--- src/hw/rtl/multi_rate_poll_scheduler_macros.svh ---
// assertion macros shared by the poll scheduler modules
`ifndef MULTI_RATE_POLL_SCHEDULER_MACROS_SVH
`define MULTI_RATE_POLL_SCHEDULER_MACROS_SVH

`ifndef NO_ASSERTIONS

// antecedent implies consequent in the same cycle
`define MRPS_ASSERT_IMPL(lbl, ante, cons) \
  lbl: assert property (@(posedge clk) disable iff (!rst_n) (ante) |-> (cons)) \
    else $error("poll scheduler assertion failed");

// antecedent implies consequent in the next cycle
`define MRPS_ASSERT_NEXT(lbl, ante, cons) \
  lbl: assert property (@(posedge clk) disable iff (!rst_n) (ante) |=> (cons)) \
    else $error("poll scheduler assertion failed");

`else

`define MRPS_ASSERT_IMPL(lbl, ante, cons)
`define MRPS_ASSERT_NEXT(lbl, ante, cons)

`endif

`endif

--- src/hw/rtl/mrps_pkg.sv ---
// shared constants and controller/datapath interface types of the poll scheduler
package mrps_pkg;

  // default sizing
  localparam int SLOTS_DEF       = 16;
  localparam int PERIOD_BITS_DEF = 16;

  // item field widths
  localparam int FUNC_W      = 2;
  localparam int SLOT_W      = 4;
  localparam int PMS_W       = 16;
  localparam int BASE_W      = 16;
  localparam int IN_TDATA_W  = 24;
  localparam int OUT_TDATA_W = 24;

  // configuration port
  localparam int CFG_ADDR_W = 1;
  localparam int CFG_DATA_W = 16;
  localparam logic [CFG_ADDR_W-1:0] CFG_INIT_PERIOD = 1'b0;
  localparam logic [CFG_ADDR_W-1:0] CFG_DISPATCH    = 1'b1;
  localparam logic [BASE_W-1:0]     INIT_PERIOD_RST = 16'd100;
  localparam logic                  DISPATCH_RST    = 1'b1;

  // item function codes
  localparam logic [FUNC_W-1:0] FUNC_TICK = 2'd0;
  localparam logic [FUNC_W-1:0] FUNC_ADD  = 2'd1;
  localparam logic [FUNC_W-1:0] FUNC_REM  = 2'd2;

  // controller to datapath commands
  typedef struct packed {
    logic capture;
    logic add_wr;
    logic rem_clr;
    logic tick_inc;
    logic el_clr;
    logic idx_clr;
    logic idx_inc;
    logic g_load;
    logic g_start;
    logic g_take;
    logic g_commit;
    logic acc_wr;
    logic pend_set;
    logic out_push;
    logic out_final;
  } dp_cmd_t;

  // datapath to controller status
  typedef struct packed {
    logic [FUNC_W-1:0] func;
    logic              slot_ok;
    logic              el_ge_base;
    logic              disp_en;
    logic              cur_valid;
    logic              idx_last;
    logic              fire;
    logic              pend_v;
    logic              out_free;
    logic              g_zero;
    logic              g_done;
  } dp_sts_t;

endpackage

--- src/hw/rtl/mrps_gcd.sv ---
// iterative binary gcd unit, one reduction step per cycle
module mrps_gcd #(
  parameter int W = mrps_pkg::PERIOD_BITS_DEF
) (
  input  logic         clk,
  input  logic         rst_n,
  input  logic         start,
  input  logic [W-1:0] a_in,
  input  logic [W-1:0] b_in,
  output logic         done,
  output logic [W-1:0] result
);

  localparam int KW = $clog2(W) + 1;

  logic [W-1:0]  a_r, b_r;
  logic [KW-1:0] k_r;
  logic          run_r;

  // finished once either operand has gone to zero
  assign done   = run_r && ((a_r == '0) || (b_r == '0));
  assign result = (a_r | b_r) << k_r;

  // run flag
  always_ff @(posedge clk) begin
    if (!rst_n) begin
      run_r <= 1'b0;
    end else if (start) begin
      run_r <= 1'b1;
    end else if (done) begin
      run_r <= 1'b0;
    end
  end

  // reduction step: strip common twos, then odd difference halved
  always_ff @(posedge clk) begin
    if (start) begin
      a_r <= a_in;
      b_r <= b_in;
      k_r <= '0;
    end else if (run_r && !done) begin
      priority if (!a_r[0] && !b_r[0]) begin
        a_r <= a_r >> 1;
        b_r <= b_r >> 1;
        k_r <= k_r + KW'(1);
      end else if (!a_r[0]) begin
        a_r <= a_r >> 1;
      end else if (!b_r[0]) begin
        b_r <= b_r >> 1;
      end else if (a_r >= b_r) begin
        a_r <= (a_r - b_r) >> 1;
      end else begin
        b_r <= (b_r - a_r) >> 1;
      end
    end
  end

endmodule

--- src/hw/rtl/mrps_dp.sv ---
// datapath: slot stores, elapsed counter, gcd, pending fire and output register
`include "multi_rate_poll_scheduler_macros.svh"

module mrps_dp #(
  parameter int SLOTS       = mrps_pkg::SLOTS_DEF,
  parameter int PERIOD_BITS = mrps_pkg::PERIOD_BITS_DEF
) (
  input  logic                               clk,
  input  logic                               rst_n,
  input  mrps_pkg::dp_cmd_t                  cmd,
  output mrps_pkg::dp_sts_t                  sts,
  input  logic [mrps_pkg::IN_TDATA_W-1:0]    in_tdata,
  input  logic [mrps_pkg::FUNC_W-1:0]        in_tuser,
  input  logic                               cfg_we,
  input  logic [mrps_pkg::CFG_ADDR_W-1:0]    cfg_addr,
  input  logic [mrps_pkg::CFG_DATA_W-1:0]    cfg_wdata,
  output logic                               out_tvalid,
  input  logic                               out_tready,
  output logic [mrps_pkg::OUT_TDATA_W-1:0]   out_tdata,
  output logic [0:0]                         out_tuser,
  output logic                               out_tlast
);

  localparam int SW  = (SLOTS > 1) ? $clog2(SLOTS) : 1;
  localparam int PB  = PERIOD_BITS;
  localparam int AW  = PB + 1;
  localparam int BW  = (PB > mrps_pkg::BASE_W) ? PB : mrps_pkg::BASE_W;
  localparam int CW  = (AW > BW) ? AW : BW;
  localparam int XW  = (SW > mrps_pkg::SLOT_W) ? SW : mrps_pkg::SLOT_W;
  localparam int PAD = mrps_pkg::OUT_TDATA_W - mrps_pkg::BASE_W - mrps_pkg::SLOT_W;

  // captured item
  logic [mrps_pkg::FUNC_W-1:0] item_func_r;
  logic [mrps_pkg::SLOT_W-1:0] item_slot_r;
  logic [mrps_pkg::PMS_W-1:0]  item_period_r;

  // configuration registers
  logic [mrps_pkg::BASE_W-1:0] init_period_r;
  logic                        disp_en_r;

  // slot state
  logic [SLOTS-1:0] valid_r;
  logic [PB-1:0]    period_mem [SLOTS];
  logic [AW-1:0]    accum_mem  [SLOTS];
  logic [PB-1:0]    per_rd_r;
  logic [AW-1:0]    acc_rd_r;
  logic [SW-1:0]    idx_r;

  // timing and gcd state
  logic [AW-1:0] elapsed_r, elapsed_nxt;
  logic [PB-1:0] gcd_r;
  logic          gcd_set_r;
  logic [PB-1:0] g_r;
  logic          g_done;
  logic [PB-1:0] g_result;

  // pending fire and output register
  logic                        pend_v_r;
  logic [SW-1:0]               pend_slot_r;
  logic                        out_valid_r;
  logic                        out_fired_r;
  logic [mrps_pkg::SLOT_W-1:0] out_slot_r;
  logic [mrps_pkg::BASE_W-1:0] out_base_r;
  logic                        out_last_r;

  // derived values
  logic [XW-1:0]  slot_x;
  logic [SW-1:0]  slot_idx;
  logic           slot_ok;
  logic [PB-1:0]  p_trunc, p_wr;
  logic [BW-1:0]  base_full, base_now;
  logic [AW:0]    acc_sum;
  logic [AW-1:0]  acc_sat, acc_nxt;
  logic           fire;
  logic           out_free;
  logic           acc_we;
  logic [SW-1:0]  acc_wa;
  logic [AW-1:0]  acc_wd;

  // item decode
  assign slot_x   = XW'(item_slot_r);
  assign slot_idx = slot_x[SW-1:0];
  assign slot_ok  = 32'(item_slot_r) < 32'(SLOTS);
  assign p_trunc  = PB'(item_period_r);
  assign p_wr     = (p_trunc == '0) ? PB'(1) : p_trunc;

  // effective base period, zero taken as one
  assign base_full = gcd_set_r ? BW'(gcd_r) : BW'(init_period_r);
  assign base_now  = (base_full == '0) ? BW'(1) : base_full;

  // accumulator update with saturation
  assign acc_sum = {1'b0, acc_rd_r} + {1'b0, elapsed_r};
  assign acc_sat = acc_sum[AW] ? '1 : acc_sum[AW-1:0];
  assign fire    = acc_sat >= AW'(per_rd_r);
  assign acc_nxt = fire ? '0 : acc_sat;

  assign out_free = !out_valid_r || out_tready;

  // status to controller
  assign sts.func       = item_func_r;
  assign sts.slot_ok    = slot_ok;
  assign sts.el_ge_base = CW'(elapsed_r) >= CW'(base_now);
  assign sts.disp_en    = disp_en_r;
  assign sts.cur_valid  = valid_r[idx_r];
  assign sts.idx_last   = idx_r == SW'(SLOTS - 1);
  assign sts.fire       = fire;
  assign sts.pend_v     = pend_v_r;
  assign sts.out_free   = out_free;
  assign sts.g_zero     = g_r == '0;
  assign sts.g_done     = g_done;

  // item capture
  always_ff @(posedge clk) begin
    if (cmd.capture) begin
      item_func_r   <= in_tuser;
      item_slot_r   <= in_tdata[mrps_pkg::SLOT_W-1:0];
      item_period_r <= in_tdata[mrps_pkg::SLOT_W +: mrps_pkg::PMS_W];
    end
  end

  // configuration writes
  always_ff @(posedge clk) begin
    if (!rst_n) begin
      init_period_r <= mrps_pkg::INIT_PERIOD_RST;
      disp_en_r     <= mrps_pkg::DISPATCH_RST;
    end else if (cfg_we) begin
      unique case (cfg_addr)
        mrps_pkg::CFG_INIT_PERIOD: init_period_r <= cfg_wdata;
        mrps_pkg::CFG_DISPATCH:    disp_en_r     <= cfg_wdata[0];
        default: ;
      endcase
    end
  end

  // valid bits
  always_ff @(posedge clk) begin
    if (!rst_n) begin
      valid_r <= '0;
    end else if (cmd.add_wr) begin
      valid_r[slot_idx] <= 1'b1;
    end else if (cmd.rem_clr) begin
      valid_r[slot_idx] <= 1'b0;
    end
  end

  // period store, read at the sweep index
  always_ff @(posedge clk) begin
    if (cmd.add_wr) begin
      period_mem[slot_idx] <= p_wr;
    end
    per_rd_r <= period_mem[idx_r];
  end

  // accumulator store: cleared on add, updated during expiry
  assign acc_we = cmd.add_wr || cmd.acc_wr;
  assign acc_wa = cmd.add_wr ? slot_idx : idx_r;
  assign acc_wd = cmd.add_wr ? '0 : acc_nxt;

  always_ff @(posedge clk) begin
    if (acc_we) begin
      accum_mem[acc_wa] <= acc_wd;
    end
    acc_rd_r <= accum_mem[idx_r];
  end

  // sweep index
  always_ff @(posedge clk) begin
    if (!rst_n) begin
      idx_r <= '0;
    end else if (cmd.idx_clr) begin
      idx_r <= '0;
    end else if (cmd.idx_inc) begin
      idx_r <= idx_r + SW'(1);
    end
  end

  // elapsed counter, saturating
  always_comb begin
    elapsed_nxt = elapsed_r;
    if (cmd.el_clr) begin
      elapsed_nxt = '0;
    end else if (cmd.tick_inc && (elapsed_r != '1)) begin
      elapsed_nxt = elapsed_r + AW'(1);
    end
  end

  always_ff @(posedge clk) begin
    if (!rst_n) begin
      elapsed_r <= '0;
    end else begin
      elapsed_r <= elapsed_nxt;
    end
  end

  // gcd unit
  mrps_gcd #(
    .W (PB)
  ) u_gcd (
    .clk    (clk),
    .rst_n  (rst_n),
    .start  (cmd.g_start),
    .a_in   (g_r),
    .b_in   (per_rd_r),
    .done   (g_done),
    .result (g_result)
  );

  // running gcd over valid periods
  always_ff @(posedge clk) begin
    if (cmd.add_wr) begin
      g_r <= '0;
    end else if (cmd.g_load) begin
      g_r <= per_rd_r;
    end else if (cmd.g_take) begin
      g_r <= g_result;
    end
  end

  // committed base period
  always_ff @(posedge clk) begin
    if (!rst_n) begin
      gcd_r     <= '0;
      gcd_set_r <= 1'b0;
    end else if (cmd.g_commit) begin
      gcd_r     <= g_r;
      gcd_set_r <= 1'b1;
    end
  end

  // pending fire, held until the next fire or the end of the sweep
  always_ff @(posedge clk) begin
    if (!rst_n) begin
      pend_v_r <= 1'b0;
    end else if (cmd.pend_set) begin
      pend_v_r <= 1'b1;
    end else if (cmd.out_final) begin
      pend_v_r <= 1'b0;
    end
  end

  always_ff @(posedge clk) begin
    if (cmd.pend_set) begin
      pend_slot_r <= idx_r;
    end
  end

  // output register
  always_ff @(posedge clk) begin
    if (!rst_n) begin
      out_valid_r <= 1'b0;
    end else if (cmd.out_push || cmd.out_final) begin
      out_valid_r <= 1'b1;
    end else if (out_tready) begin
      out_valid_r <= 1'b0;
    end
  end

  always_ff @(posedge clk) begin
    if (cmd.out_push) begin
      out_fired_r <= 1'b1;
      out_slot_r  <= mrps_pkg::SLOT_W'(pend_slot_r);
      out_base_r  <= base_now[mrps_pkg::BASE_W-1:0];
      out_last_r  <= 1'b0;
    end else if (cmd.out_final) begin
      out_fired_r <= pend_v_r;
      out_slot_r  <= pend_v_r ? mrps_pkg::SLOT_W'(pend_slot_r) : '0;
      out_base_r  <= base_now[mrps_pkg::BASE_W-1:0];
      out_last_r  <= 1'b1;
    end
  end

  assign out_tvalid = out_valid_r;
  assign out_tdata  = {{PAD{1'b0}}, out_base_r, out_slot_r};
  assign out_tuser  = out_fired_r;
  assign out_tlast  = out_last_r;

  // a committed base period is never zero
  `MRPS_ASSERT_IMPL(a_gcd_nonzero, gcd_set_r, gcd_r != '0)

endmodule

--- src/hw/rtl/mrps_ctrl.sv ---
// controller state machine: item decode, gcd sweep and expiry sweep sequencing
`include "multi_rate_poll_scheduler_macros.svh"

module mrps_ctrl (
  input  logic              clk,
  input  logic              rst_n,
  input  logic              in_tvalid,
  output logic              in_tready,
  output mrps_pkg::dp_cmd_t cmd,
  input  mrps_pkg::dp_sts_t sts
);

  typedef enum logic [10:0] {
    S_IDLE = 11'b000_0000_0001,
    S_DEC  = 11'b000_0000_0010,
    S_TCHK = 11'b000_0000_0100,
    S_GRD  = 11'b000_0000_1000,
    S_GLD  = 11'b000_0001_0000,
    S_GRUN = 11'b000_0010_0000,
    S_GCOM = 11'b000_0100_0000,
    S_XRD  = 11'b000_1000_0000,
    S_XEV  = 11'b001_0000_0000,
    S_FIN  = 11'b010_0000_0000,
    S_WAIT = 11'b100_0000_0000
  } state_t;

  state_t state_r, state_nxt;

  assign in_tready = state_r == S_IDLE;

  // next state and commands
  always_comb begin
    cmd       = '0;
    state_nxt = state_r;
    unique case (state_r)
      S_IDLE: begin
        if (in_tvalid) begin
          cmd.capture = 1'b1;
          state_nxt   = S_DEC;
        end
      end
      S_DEC: begin
        priority if ((sts.func == mrps_pkg::FUNC_ADD) && sts.slot_ok) begin
          cmd.add_wr  = 1'b1;
          cmd.idx_clr = 1'b1;
          state_nxt   = S_GRD;
        end else if ((sts.func == mrps_pkg::FUNC_REM) && sts.slot_ok) begin
          cmd.rem_clr = 1'b1;
          state_nxt   = S_FIN;
        end else if (sts.func == mrps_pkg::FUNC_TICK) begin
          cmd.tick_inc = 1'b1;
          state_nxt    = S_TCHK;
        end else begin
          state_nxt = S_FIN;
        end
      end
      S_TCHK: begin
        priority if (sts.el_ge_base && sts.disp_en) begin
          cmd.idx_clr = 1'b1;
          state_nxt   = S_XRD;
        end else if (sts.el_ge_base) begin
          cmd.el_clr = 1'b1;
          state_nxt  = S_FIN;
        end else begin
          state_nxt = S_FIN;
        end
      end
      // gcd sweep: skip empty slots, fold each valid period into the running gcd
      S_GRD: begin
        priority if (sts.cur_valid) begin
          state_nxt = S_GLD;
        end else if (sts.idx_last) begin
          state_nxt = S_GCOM;
        end else begin
          cmd.idx_inc = 1'b1;
        end
      end
      S_GLD: begin
        if (sts.g_zero) begin
          cmd.g_load = 1'b1;
          if (sts.idx_last) begin
            state_nxt = S_GCOM;
          end else begin
            cmd.idx_inc = 1'b1;
            state_nxt   = S_GRD;
          end
        end else begin
          cmd.g_start = 1'b1;
          state_nxt   = S_GRUN;
        end
      end
      S_GRUN: begin
        if (sts.g_done) begin
          cmd.g_take = 1'b1;
          if (sts.idx_last) begin
            state_nxt = S_GCOM;
          end else begin
            cmd.idx_inc = 1'b1;
            state_nxt   = S_GRD;
          end
        end
      end
      S_GCOM: begin
        cmd.g_commit = 1'b1;
        state_nxt    = S_FIN;
      end
      // expiry sweep over valid slots
      S_XRD: begin
        priority if (sts.cur_valid) begin
          state_nxt = S_XEV;
        end else if (sts.idx_last) begin
          cmd.el_clr = 1'b1;
          state_nxt  = S_FIN;
        end else begin
          cmd.idx_inc = 1'b1;
        end
      end
      S_XEV: begin
        if (sts.fire && sts.pend_v && !sts.out_free) begin
          state_nxt = S_WAIT;
        end else begin
          cmd.acc_wr = 1'b1;
          if (sts.fire) begin
            cmd.pend_set = 1'b1;
            cmd.out_push = sts.pend_v;
          end
          if (sts.idx_last) begin
            cmd.el_clr = 1'b1;
            state_nxt  = S_FIN;
          end else begin
            cmd.idx_inc = 1'b1;
            state_nxt   = S_XRD;
          end
        end
      end
      // output held by the sink: retry the evaluation once it drains
      S_WAIT: begin
        if (sts.out_free) begin
          state_nxt = S_XEV;
        end
      end
      S_FIN: begin
        if (sts.out_free) begin
          cmd.out_final = 1'b1;
          state_nxt     = S_IDLE;
        end
      end
      default: begin
        state_nxt = S_IDLE;
      end
    endcase
  end

  // state register
  always_ff @(posedge clk) begin
    if (!rst_n) begin
      state_r <= S_IDLE;
    end else begin
      state_r <= state_nxt;
    end
  end

  // results only go out when the output register can take them
  `MRPS_ASSERT_IMPL(a_push_when_free, (cmd.out_push || cmd.out_final), sts.out_free)
  // a held fire exists only while an expiry sweep or its close-out runs
  `MRPS_ASSERT_IMPL(a_pend_in_expiry, sts.pend_v, (state_r == S_XRD || state_r == S_XEV || state_r == S_WAIT || state_r == S_FIN))
  // every captured item is decoded next
  `MRPS_ASSERT_NEXT(a_capture_decodes, cmd.capture, state_r == S_DEC)

endmodule

--- src/hw/rtl/multi_rate_poll_scheduler.sv ---
// top level of the multi-rate poll scheduler: controller and datapath
//
//  channel | direction | handshake             | payload
//  in_     | sink      | in_tvalid/in_tready   | in_tdata: slot, period_ms; in_tuser: func
//  out_    | source    | out_tvalid/out_tready | out_tdata, out_tuser, out_tlast
//  cfg_    | sink      | cfg_we                | cfg_addr, cfg_wdata
//
// one item at a time; an expiry pass steps through all SLOTS slots and evaluates
// each valid one. an add sweeps all slots and folds each valid period into the
// running gcd through the binary gcd unit.
// synchronous active-low reset clears valid bits and control; no clearing pass.
// a full output register stalls the close-out and any fire that meets a held one;
// the next item is taken while the last result still waits in the output register.
module multi_rate_poll_scheduler #(
  parameter int SLOTS       = mrps_pkg::SLOTS_DEF,
  parameter int PERIOD_BITS = mrps_pkg::PERIOD_BITS_DEF
) (
  input  logic                             clk,
  input  logic                             rst_n,
  input  logic                             in_tvalid,
  output logic                             in_tready,
  // slot [3:0], period_ms [19:4], zero [23:20]
  input  logic [mrps_pkg::IN_TDATA_W-1:0]  in_tdata,
  // func [1:0]
  input  logic [mrps_pkg::FUNC_W-1:0]      in_tuser,
  output logic                             out_tvalid,
  input  logic                             out_tready,
  // slot_out [3:0], base_period [19:4], zero [23:20]
  output logic [mrps_pkg::OUT_TDATA_W-1:0] out_tdata,
  // fired [0]
  output logic [0:0]                       out_tuser,
  output logic                             out_tlast,
  input  logic                             cfg_we,
  input  logic [mrps_pkg::CFG_ADDR_W-1:0]  cfg_addr,
  input  logic [mrps_pkg::CFG_DATA_W-1:0]  cfg_wdata
);

  mrps_pkg::dp_cmd_t cmd;
  mrps_pkg::dp_sts_t sts;

  // sequencing
  mrps_ctrl u_ctrl (
    .clk       (clk),
    .rst_n     (rst_n),
    .in_tvalid (in_tvalid),
    .in_tready (in_tready),
    .cmd       (cmd),
    .sts       (sts)
  );

  // slot stores, counters and output register
  mrps_dp #(
    .SLOTS       (SLOTS),
    .PERIOD_BITS (PERIOD_BITS)
  ) u_dp (
    .clk        (clk),
    .rst_n      (rst_n),
    .cmd        (cmd),
    .sts        (sts),
    .in_tdata   (in_tdata),
    .in_tuser   (in_tuser),
    .cfg_we     (cfg_we),
    .cfg_addr   (cfg_addr),
    .cfg_wdata  (cfg_wdata),
    .out_tvalid (out_tvalid),
    .out_tready (out_tready),
    .out_tdata  (out_tdata),
    .out_tuser  (out_tuser),
    .out_tlast  (out_tlast)
  );

endmodule

--- config.mk ---
export PLATFORM = sky130hd
export DESIGN_NAME = multi_rate_poll_scheduler
export DESIGN_NICKNAME = d
export VERILOG_FILES = /design/src/hw/rtl/mrps_pkg.sv /design/src/hw/rtl/mrps_gcd.sv /design/src/hw/rtl/mrps_dp.sv /design/src/hw/rtl/mrps_ctrl.sv /design/src/hw/rtl/multi_rate_poll_scheduler.sv
export VERILOG_INCLUDE_DIRS = /design/src /design/src/hw/rtl
export SDC_FILE = /design/constraint.sdc
export NUM_CORES = 1
export LEC_CHECK = 0
export BUFFER_PORTS_ARGS = -buffer_cell sky130_fd_sc_hd__buf_2
export CORE_MARGIN = 5
export CORE_UTILIZATION = 45
export DETAILED_ROUTE_END_ITERATION = 16
export PLACE_DENSITY_LB_ADDON = 0.25
export SETUP_SLACK_MARGIN = 0.3
export SYNTH_ARGS = -nofsm -noshare
export SYNTH_HDL_FRONTEND = slang
export SYNTH_SLANG_ARGS = --single-unit
--- constraint.sdc ---
create_clock -name clk -period 10.8 [get_ports clk]
set_input_delay 2.16 -clock clk [delete_from_list [all_inputs] [get_ports clk]]
set_output_delay 2.16 -clock clk [all_outputs]
set_load 0.03 [all_outputs]
==> out/qor.csv <==
stage,metric,value,unit
sta,fin_skew,0.0454,ns
global_route,grt_overflow_total,0,
yosys,synth_compound_area_frac,0.0655,
sta,post-route-min-period,6.23,ns
worst_setup_path,path_class,reg -> reg,
detailed_routing,antenna_violating_nets_post_route,0,
final_layout,layout-drive-gt1-share,0.182,
detailed_routing,via_per_inst,5.79,
yosys,synth_edf_count,606,
pwr,power_density,161,nW/µm²
sta,finalHoldViolCount,0,
final_layout,area_growth,12.2,%
worst_setup_path,path_max_fanout,16,
clocking,clk_transition_reported_paths,0.06,ns
global_route,grt_pass1_vias,19654,
clocking,clockRootBuffer,clkbuf_16,
pwr,pwr-share-clk,0.459,
pwr,p_sw,0.00124,W
pwr,pwr-share-seq,0.528,
sta,fmax,160,MHz
pwr,switching_share,0.208,
global_route,grt_first_pass_wirelength,122000,µm
worst_setup_path,cp.required,11.01,ns
global_route,track_usage,0.204,
sta,relSlewSlack,0.110,
detailed_routing,drtIter0Drc,2035,
clocking,clock_latency,0.65,ns
sta,rsz0062_at_grt,false,
yosys,synth_top_cell_by_area,edfxtp_1,
worst_hold_path,hold_path_class,reg -> reg,
pwr,internal_power,0.00471,W
die,rows,99,
worst_setup_path,critPathSlowestCell,a21oi_1,
clocking,cts_resized,0,
yosys,postSynthCellCount,2267,
worst_setup_path,cp-end-kind,flop,
die,core,72800,µm²
sta,worst_slew_pin_slew,1.34,ns
yosys,synthArstFlopShare,0,
die,die-area,78800,µm²
sta,finalSetupTns,0,ns
sta,drv_slew,0,
yosys,ys_seq_area_frac,0.638,
clocking,cts.sinks,747,
clocking,tritoncts,done,
yosys,yosys.area_share.simple,0.0814,
worst_setup_path,path_buf_inv,0,
pwr,vdd_drop_max,0.110,mV
yosys,synthTopCellsByArea,"edfxtp_1 (55%), mux4_2 (12%), dfxtp_1 (8.6%), ha_1 (3.8%), a21oi_1 (2.4%)",
detailed_routing,drc,0,
clocking,post_cts_buffers,0,
clocking,cts_buffer_depth,3,
status,status,finished clean,
die,io_pins,76,
global_route,grt_max_degree,69,
yosys,synthesis.area,33000,µm²
pwr,finalPower,0.00595,W
worst_setup_path,setup.worst_path.start_class,flop,
detailed_routing,detail_route.wl_per_cell,24.0,µm
detailed_routing,drt-total-wl,80800,µm
sta,finalSetupViolCount,0,
placed_design,routabilityCongestion,0.892,
worst_setup_path,cp_cell_sequence,"ha_1, a21oi_1, nand2_1, or2_2, o31a_1, a41oi_1, o21ai_0, a31oi_1, xor2_1, nand2_1, ha_1, o2111ai_1, a31oi_1, a211oi_1, nand4_1, a21oi_1",
yosys,postSynthAreaPerCell,14.5,µm²
global_route,grt_antenna_before_repair,2,
placed_design,dpl_worst_slack,4.62,ns
sta,setup_slack,4.57,ns
pwr,leakage,12.7,nW
worst_setup_path,max_stage_delay,1.31,ns
yosys,synth_top_family_by_area,multiplexers,
yosys,synth_seq_cells,747,
final_layout,layout_common_cells,"edfxtp_1 (606), mux4_2 (171), nand2_1 (163)",
final_layout,final_common_cell,edfxtp_1,
sta,min_period_over_period,0.577,
yosys,synthMuxAreaShare,0.130,
yosys,netlist.area_leader.share,0.552,
placed_design,dpl.hpwl,51900,µm
yosys,yosysWarnings,0,
yosys,yosysUniqueCellTypes,81,
detailed_routing,dr.pass1.iters,6,
yosys,synth-xor-area-share,0.0173,
run,drv_cap,0,
pwr,power_frac_comb,0.012,
clocking,cts_max_level,3,
yosys,ys.flop_type,edfxtp_1,
placed_design,portBuffers,67,
die,start_util,0.453,
worst_setup_path,crit_arrival,6.45,ns
clocking,hold_buffers,0,
die,die_w,281,µm
worst_setup_path,critical_path.top_delay_family,compound AO/OA/AOI/OAI gates,
yosys,synth_fa_ha_area_frac,0.0402,
clocking,cts_inserted_buffers,79,
detailed_routing,num_vias,19472,
final_layout,nets,2490,
die,die_y,281,µm
-- worst paths after layout --
path                           end  cells after the start  slack, ns                   from
max           u_dp.accum_mem[0][2]                     16       4.57      u_dp.elapsed_r[4]
min          u_dp.init_period_r[4]                      2       0.46  u_dp.init_period_r[4]
max reg2reg   u_dp.accum_mem[0][2]                     16       4.57      u_dp.elapsed_r[4]
min reg2reg  u_dp.init_period_r[4]                      2       0.46  u_dp.init_period_r[4]
-- sequential cells by signal, summed over array words and instances (netlist names), 11 cells and up, named ones only --
| register | count |
|---|---|
| u_dp.init_period_r | 16 |
| u_dp.gcd_r | 16 |
| u_dp.u_gcd.a_r | 16 |
| u_dp.out_base_r | 16 |
| u_dp.u_gcd.b_r | 16 |
| u_ctrl.state_r | 11 |
| u_dp.accum_mem | 272 |
| u_dp.item_period_r | 16 |
| u_dp.acc_rd_r | 17 |
| u_dp.per_rd_r | 16 |
| u_dp.period_mem | 256 |
| u_dp.g_r | 16 |
| u_dp.elapsed_r | 17 |
-- cell usage after synthesis, drive strengths merged, types with 10 or more instances --
| master | n |
|---|---|
| a211oi | 15 |
| a21oi | 161 |
| a22oi | 12 |
| a31oi | 13 |
| and3 | 22 |
| buf | 43 |
| clkbuf | 84 |
| dfxtp | 141 |
| edfxtp | 606 |
| ha | 101 |
| inv | 106 |
| mux2i | 36 |
| mux4 | 171 |
| nand2 | 163 |
| nand2b | 27 |
| nand3 | 44 |
| nand4 | 21 |
| nor2 | 145 |
| nor2b | 23 |
| nor3 | 32 |
| nor3b | 10 |
| nor4 | 25 |
| o21ai | 74 |
| xnor2 | 38 |
| xor2 | 27 |
-- metal layers --
layer / vias up / routed length (µm) / GRT usage
li1: 8791 / - / -
met3: 129 / 5080 / 0.0376
met5: - / 0 / 0
met1: 9926 / 34600 / 0.283
met2: 626 / 38700 / 0.331
met4: 0 / 2500 / 0.0653
-- final cells by class --
type / count / area (µm²)
diodes: 2 / 5.00
clock buffers: 95 / 2050
clock inverters: 51 / 604
fillers: 6057 / 35800
inverters: 106 / 398
multi-input cells: 1306 / 11100
flip-flops and latches: 747 / 21000
well taps: 959 / 1200
repair buffers: 98 / 568
-- power by group through the flow --
stage / clock (W) / sequential (W) / combinational [W]
CTS: 0.00278 / 0.00314 / 0.0000737
finish: 0.00273 / 0.00314 / 0.0000739
detailed placement: 0 / 0.00320 / 0.0000735
global placement: 0 / 0.00320 / 0.0000712
global route: 0.00292 / 0.00314 / 0.0000814
floorplan: 0 / 0.00318 / 0.0000606
-- worst register-to-register path: stages (launching register included) --
cell and delay [ns]:
dfxtp_1 0.35, ha_1 0.38, a21oi_1 0.19, nand2_1 0.08, or2_2 0.33, o31a_1 0.26, a41oi_1 0.28, o21ai_0 0.19
a31oi_1 0.23, xor2_1 0.28, nand2_1 0.16, ha_1 0.31, o2111ai_1 0.08, a31oi_1 0.06, a211oi_1 0.50, nand4_1 0.79
a21oi_1 1.32
-- cells by family (layout without fill, tap and decap cells) --
group	count (synthesis)	after routing
AO/OA/AOI/OAI	355	355
adder cells (fa/ha/maj)	104	104
flip-flops	747	747
buffers and inverters	233	350
other	1	22
XOR/XNOR	65	65
AND/OR/NAND/NOR	549	549
multiplexers	213	213
-- per-stage QoR --
stage | utilization | area [µm²] | instances | hold WS [ns]
2_1_floorplan | - | 33000 | 2286 | 0.403
3_3_place_gp | 0.471 | 34300 | 3216 | 0.442
3_5_place_dp | 0.471 | 34300 | 3216 | 0.448
4_1_cts | 0.508 | 37000 | 3362 | 0.456
5_1_grt | 0.508 | 37000 | 3362 | 0.477
6_report | 0.508 | 37000 | 3364 | 0.455
(Power assumes the default switching activity.)
